===== config.mk =====
export PLATFORM = sky130hd
export DESIGN_NAME = frd_sqrt_cell
export DESIGN_NICKNAME = d
export VERILOG_FILES = /design/src/design/frd_pkg.sv /design/src/design/frd_sqrt_cell.sv
export SDC_FILE = /design/constraint.sdc
export NUM_CORES = 1
export LEC_CHECK = 0
export ABC_AREA = 1
export BUFFER_PORTS_ARGS = -buffer_cell sky130_fd_sc_hd__buf_2
export CAP_MARGIN = 10
export CORE_MARGIN = 5
export CORE_UTILIZATION = 53
export DETAILED_ROUTE_END_ITERATION = 8
export PLACE_DENSITY = 0.82
export SLEW_MARGIN = 15
export SYNTH_ARGS = -nofsm -noshare
export SYNTH_HDL_FRONTEND = slang
export SYNTH_SLANG_ARGS = --single-unit

===== constraint.sdc =====
create_clock -name clock -period 4.3 [get_ports clock]
set_clock_uncertainty 0.2 [all_clocks]
set_input_delay 0.43 -clock clock [delete_from_list [all_inputs] [get_ports clock]]
set_output_delay 0.43 -clock clock [all_outputs]
set_load 0.005 [all_outputs]

===== src/design/frd_pkg.sv =====
// ----------------------------------------------------------------------------
// Fresnel reflectance package
// Shared types, register codes and constants of the dielectric Fresnel
// reflectance pipeline.
// ----------------------------------------------------------------------------
package frd_pkg;

   localparam int DIV_STEPS   = 29;
   localparam int SQRT_STEPS  = 15;
   localparam int RATIO_STEPS = 16;

   typedef enum logic {
      CSR_ETA_OUTSIDE = 1'b0,
      CSR_ETA_INSIDE  = 1'b1
   } csr_index_type;

   localparam logic [15:0] ETA_OUTSIDE_RESET = 16'd4096;
   localparam logic [15:0] ETA_INSIDE_RESET  = 16'd6144;
   localparam logic [15:0] ONE_Q15           = 16'd32768;
   localparam logic [14:0] COS_ONE           = 15'd16384;
   localparam logic [29:0] SQRT_FIRST_PROBE  = 30'h1000_0000;

   typedef struct packed {
      logic        tir;
      logic        degen;
      logic [14:0] cos_mag;
      logic [15:0] eta_i;
      logic [15:0] eta_t;
   } side_type;

   typedef struct packed {
      logic        valid;
      side_type    side;
      logic [31:0] rem;
      logic [31:0] divisor;
      logic [31:0] lo;
      logic [31:0] quo;
   } div_lane_type;

   typedef struct packed {
      logic        valid;
      side_type    side;
      logic [29:0] rem;
      logic [29:0] root;
      logic [29:0] probe;
   } sqrt_lane_type;

endpackage


===== src/design/frd_sqrt_cell.sv =====
// ----------------------------------------------------------------------------
// Square root cell
// Performs one digit step of the integer square root per item.
// ----------------------------------------------------------------------------
module frd_sqrt_cell import frd_pkg::*; (
   input  logic          clock,
   input  logic          reset,
   input  sqrt_lane_type up_lane,
   output sqrt_lane_type down_lane
);

   sqrt_lane_type lane_ff;
   sqrt_lane_type lane_in;
   logic [30:0]   trial;

   always_comb begin
      trial   = {1'b0, up_lane.root} + {1'b0, up_lane.probe};
      lane_in = up_lane;
      lane_in.probe = {2'b00, up_lane.probe[29:2]};
      if ({1'b0, up_lane.rem} >= trial) begin
         lane_in.rem  = up_lane.rem - trial[29:0];
         lane_in.root = {1'b0, up_lane.root[29:1]} + up_lane.probe;
      end else begin
         lane_in.root = {1'b0, up_lane.root[29:1]};
      end
   end

   always_ff @(posedge clock) begin
      lane_ff <= lane_in;
      if (reset) begin
         lane_ff.valid <= 1'b0;
      end
   end

   assign down_lane = lane_ff;

endmodule


After elaboration in Yosys (flattened, before gate mapping)
Cells that the tools add are included.
- RAM bits: 0
- word-level logic and storage cells: 16
- input bits: 142
- memories: 0
- bits in latches: 0
- output and inout bits: 140
- memory bits (read-only): 0
- register bits: 138
- $add $sub $neg: 3
- reduce and logical (&&, ||, !) cells: 0
- bitwise logic cells: 0
- div/mod/pow operators: 0
- mux-type cells: 2
- $lt $le $gt $ge: 1
- equality and inequality tests: 0
- shift operators: 0
- multipliers: 0
- operators by type and width (operator ; count):
    $add A30 B30 Y31 ; 1
    $ge A30 B31 Y1 ; 1
    $add A29 B30 Y30 ; 1
    $mux W30 ; 1
    $sub A30 B30 Y30 ; 1
    $mux W29 ; 1

Depth between registers and ports, before layout
- word-level depth: 3
- gate-level depth with buffers: 26
- mapped depth without buffers: 26

Worst setup path after synthesis
No wires, ideal clock.
- kind: input port to flip-flop
- from: input up_lane[0] in the netlist's numbering
- to: register lane_ff, in the netlist down_lane[49]
- data required time: 3.988 ns
- arrival time: 3.177 ns
- path buffers: 2
- path slack: 0.811 ns
- library setup time: 0.112 ns
- stages: 23
- path through: ha_1 -> inv_1 -> fa_1 -> inv_1 -> nand2_1 -> nand3_1 -> nand2_1 -> nand2_2 -> a31oi_1 -> xor2_1 -> ha_1 -> nand2_1 -> inv_2 -> nand2_1 -> nor3_1 -> and2_1 -> nand2_1 -> nand2_2 -> nand3_4 -> buf_6 -> buf_6 -> nand3_2 -> nand2_1
- RTL lines (item ; line ; RTL):
    start: declaration ; frd_sqrt_cell.sv:8 ; input sqrt_lane_type up_lane,
    end signal: assignment ; frd_sqrt_cell.sv:29 ; lane_ff <= lane_in;
    end: declaration ; frd_sqrt_cell.sv:12 ; sqrt_lane_type lane_ff;

==> flow_summary.ini <==
[status]
outcome = completed

[cells_and_area]
diodes = 0
utilization = 0.7190
area_delta_synth_final_pct = 34.52
largest_reg_flops = 138
fin_nets = 2061
fin_area_mm2 = 0.01283
instances_no_fill = 2069
layout-drive-gt1-share = 0.2168

[setup_path]
cpMostUsedCell = nand2_1
crit_slowest_cell = dlygate4sd3_1
crit_type = in2reg
slowest_delay_ns = 0.53
worstPathArrival_ns = 4.36
critPathMaxFanout = 20
required_ns = 4.48
crit_chain = dlygate4sd3_1 > buf_2 > ha_1 > a21oi_1 > o21bai_1 > nand2_1 > nand2_1 > nand2_1 > nand3_1 > xnor2_1 > ha_1 > nand2_1 > inv_2 > nand2_1 > nor3_4 > and2_1 > nand2_1 > nand2_2 > nand3_4 > nand2_4 > buf_12 > nand2_1 > nand2_1
critPathLaunchType = primary input
worstSetupEndpointType = flip-flop

[place]
numPortBuffers = 279
dp_hpwl_mm = 26.72
place_inst = 1954
gp_congestion = 0.9691
placed_cell_area_mm2 = 0.01117
detailedPlace.worstSlack_ns = 0.1173

[power]
power.net_switching_w = 0.001941
ir_worst_vdd_v = 0.0003427
leakagePower_nw = 6.954
internal_power_w = 0.003254
netSwitchingFraction = 0.3737
comb_power_share = 0.399
p_clk_frac = 0.312
pwr-share-seq = 0.289
powerDensity_mw_per_mm2 = 405.0

[timing]
slew_violations = 0
final-hold-violation-count = 0
worst_slew_pin_slew_ns = 0.6592
post-route-min-period_ns = 4.180
maxSlewHeadroom = 0.5559
setup_viol = 0
period_share = 0.9720
fmax_ghz = 0.2393
postLayoutSetupSlackWorst_ns = 0.1203

[logic_synthesis]
seq_area_frac_synth = 0.2897
yosys.area_share.simple = 0.3602
synth_area_per_cell_um2 = 6.540
ys_warn_count = 0
synth-xor-area-share = 0.04684
ys_types = 36
synth_top_family_by_area = simple AND/OR/NAND/NOR gates
async_flop_share = 0
ys.flop_type = dfxtp_1
synth-adder-area-share = 0.1231
synth_compound_area_frac = 0.09592
syn_inst = 1458
syn_area_mm2 = 0.009535
ys_seq_elements = 138
synth_mux_area_frac = 0
synth_edf_count = 0

[min_path]
hold_end = down_lane[60]$_DFF_P_
min_path_type = in2reg
worstHoldStart = up_lane[60]
whs_path_depth = 3

[floorplanning]
initial_core_util = 0.5345
io_pins = 282
core_mm2 = 0.01784
dieArea_mm2 = 0.02077
rows = 49
die_h_um = 144.1
fp.dieW_um = 144.1

[job]
cap_violations = 0

[detailed_routing]
num_vias = 11187
first_pass_iters = 5
drt_iter0_drc = 745
drt-met1-wl_mm = 13.36
wire_per_inst_um = 16.85
ant_nets = 0
wl_mm = 34.86
route.met2.wl_mm = 17.23
drc = 0
viasPerCell = 5.407
wl_met3_mm = 2.640
highest_layer = met4

[grt]
grt_pass1_vias = 10924
grt_overflow_total = 0
antenna_found_initial = 0
grt_max_degree = 60
grt_pass1_wl_mm = 52.49
track_usage = 0.3201

[clock_tree]
ctsLongestPathBuffers = 2
clock-root-buffer = clkbuf_16
cts.sinks = 138
cts_buffers = 17
htreeDepth = 4
cts_tree = yes
path_clk_slew_ns = 0.07
## power by group through the flow
stage          clock [W]  sequential, W  combinational, W
2_1_floorplan          0        0.00156           0.00123
6_report         0.00162        0.00150           0.00207
3_5_place_dp           0        0.00153           0.00190
3_3_place_gp           0        0.00152           0.00188
5_1_grt          0.00171        0.00152           0.00229
4_1_cts          0.00164        0.00150           0.00197
## Yosys cell counts (all sizes together) (17+ instances only)
master / number / area share
buf: 20 / 0.015
xor2: 34 / 0.031
dfxtp: 138 / 0.29
nor2: 125 / 0.051
xnor2: 17 / 0.016
o21ai: 52 / 0.027
nand3: 127 / 0.074
nor3: 19 / 0.010
a21oi: 96 / 0.052
ha: 89 / 0.12
nand4: 29 / 0.019
nand2: 503 / 0.20
inv: 175 / 0.069
## routing by layer
metal	up-vias	global-route usage
met2	537	0.5710
met1	5073	0.3730
met3	117	0.05258
met5	-	0
met4	0	0.1532
li1	5460	-
## through the flow
stage	setup TNS, ns	hold slack (ns)	power [W]
global placement	0	0.3322	0.003407
detailed placement	0	0.3336	0.003423
global route	-0.07085	0.05598	0.005510
finish	0	0.04068	0.005195
CTS	0	0.02897	0.005104
floorplan	0	0.2577	0.002787
## logic make-up (layout without fill, tap and decap cells)
group,Yosys count,in the layout
AND/OR/NAND/NOR,811,811
buffers and inverters,195,576
AO/OA/AOI/OAI,170,170
flip-flops,138,138
adder cells (fa/ha/maj),92,92
XOR/XNOR,51,51
other,1,2
## how the worst max path moves through the flow
stage / from / to / slack [ns] / cells after the start
2_1_floorplan: up_lane[0] / down_lane[49]$_DFF_P_ / 0.81 / 23
3_3_place_gp: up_lane[14] / down_lane[42]$_DFF_P_ / 0.16 / 21
3_5_place_dp: up_lane[14] / down_lane[43]$_DFF_P_ / 0.12 / 21
4_1_cts: up_lane[13] / down_lane[89]$_DFF_P_ / 0.007 / 22
5_1_grt: up_lane[13] / down_lane[43]$_DFF_P_ / -0.02 / 23
6_report: up_lane[5] / down_lane[43]$_DFF_P_ / 0.12 / 23
## layout make-up
class	count	area (µm²)
multi-input combinational	1126	6136
inverter	175	656.9
clock inverter	14	210.2
timing repair buffer	369	2336
sequential	138	2763
tap	229	286.5
clock buffer	18	439.2
fill	1459	5014
## worst max-delay path, delay by kind of cell
kind,cells,cell delay [ns]
fa+ha+maj,2,0.75
compound gates,2,0.38
xor+xnor,1,0.22
buf+inv,4,0.94
simple gates,14,1.61
## repair_timing
item / in CTS / in global routing
setup endpoints to repair: 0 / 60
setup buffers: 0 / 3
gates resized for setup: 0 / 46
hold buffers: 79 / 0
hold endpoints to repair: 78 / 0
## cells in the final DEF (no fill, tap or decap), types with 16 or more instances in the layout
| cell | n |
|---|---|
| nand2_1 | 493 |
| buf_2 | 279 |
| inv_1 | 161 |
| dfxtp_1 | 138 |
| nand3_1 | 114 |
| nor2_1 | 113 |
| a21oi_1 | 84 |
| dlygate4sd3_1 | 79 |
| ha_1 | 77 |
| o21ai_0 | 50 |
| xor2_1 | 34 |
| nand4_1 | 29 |
| clkbuf_16 | 18 |
| xnor2_1 | 17 |
| nor3_1 | 16 |
Note: power is estimated with default switching activity, not from simulation.
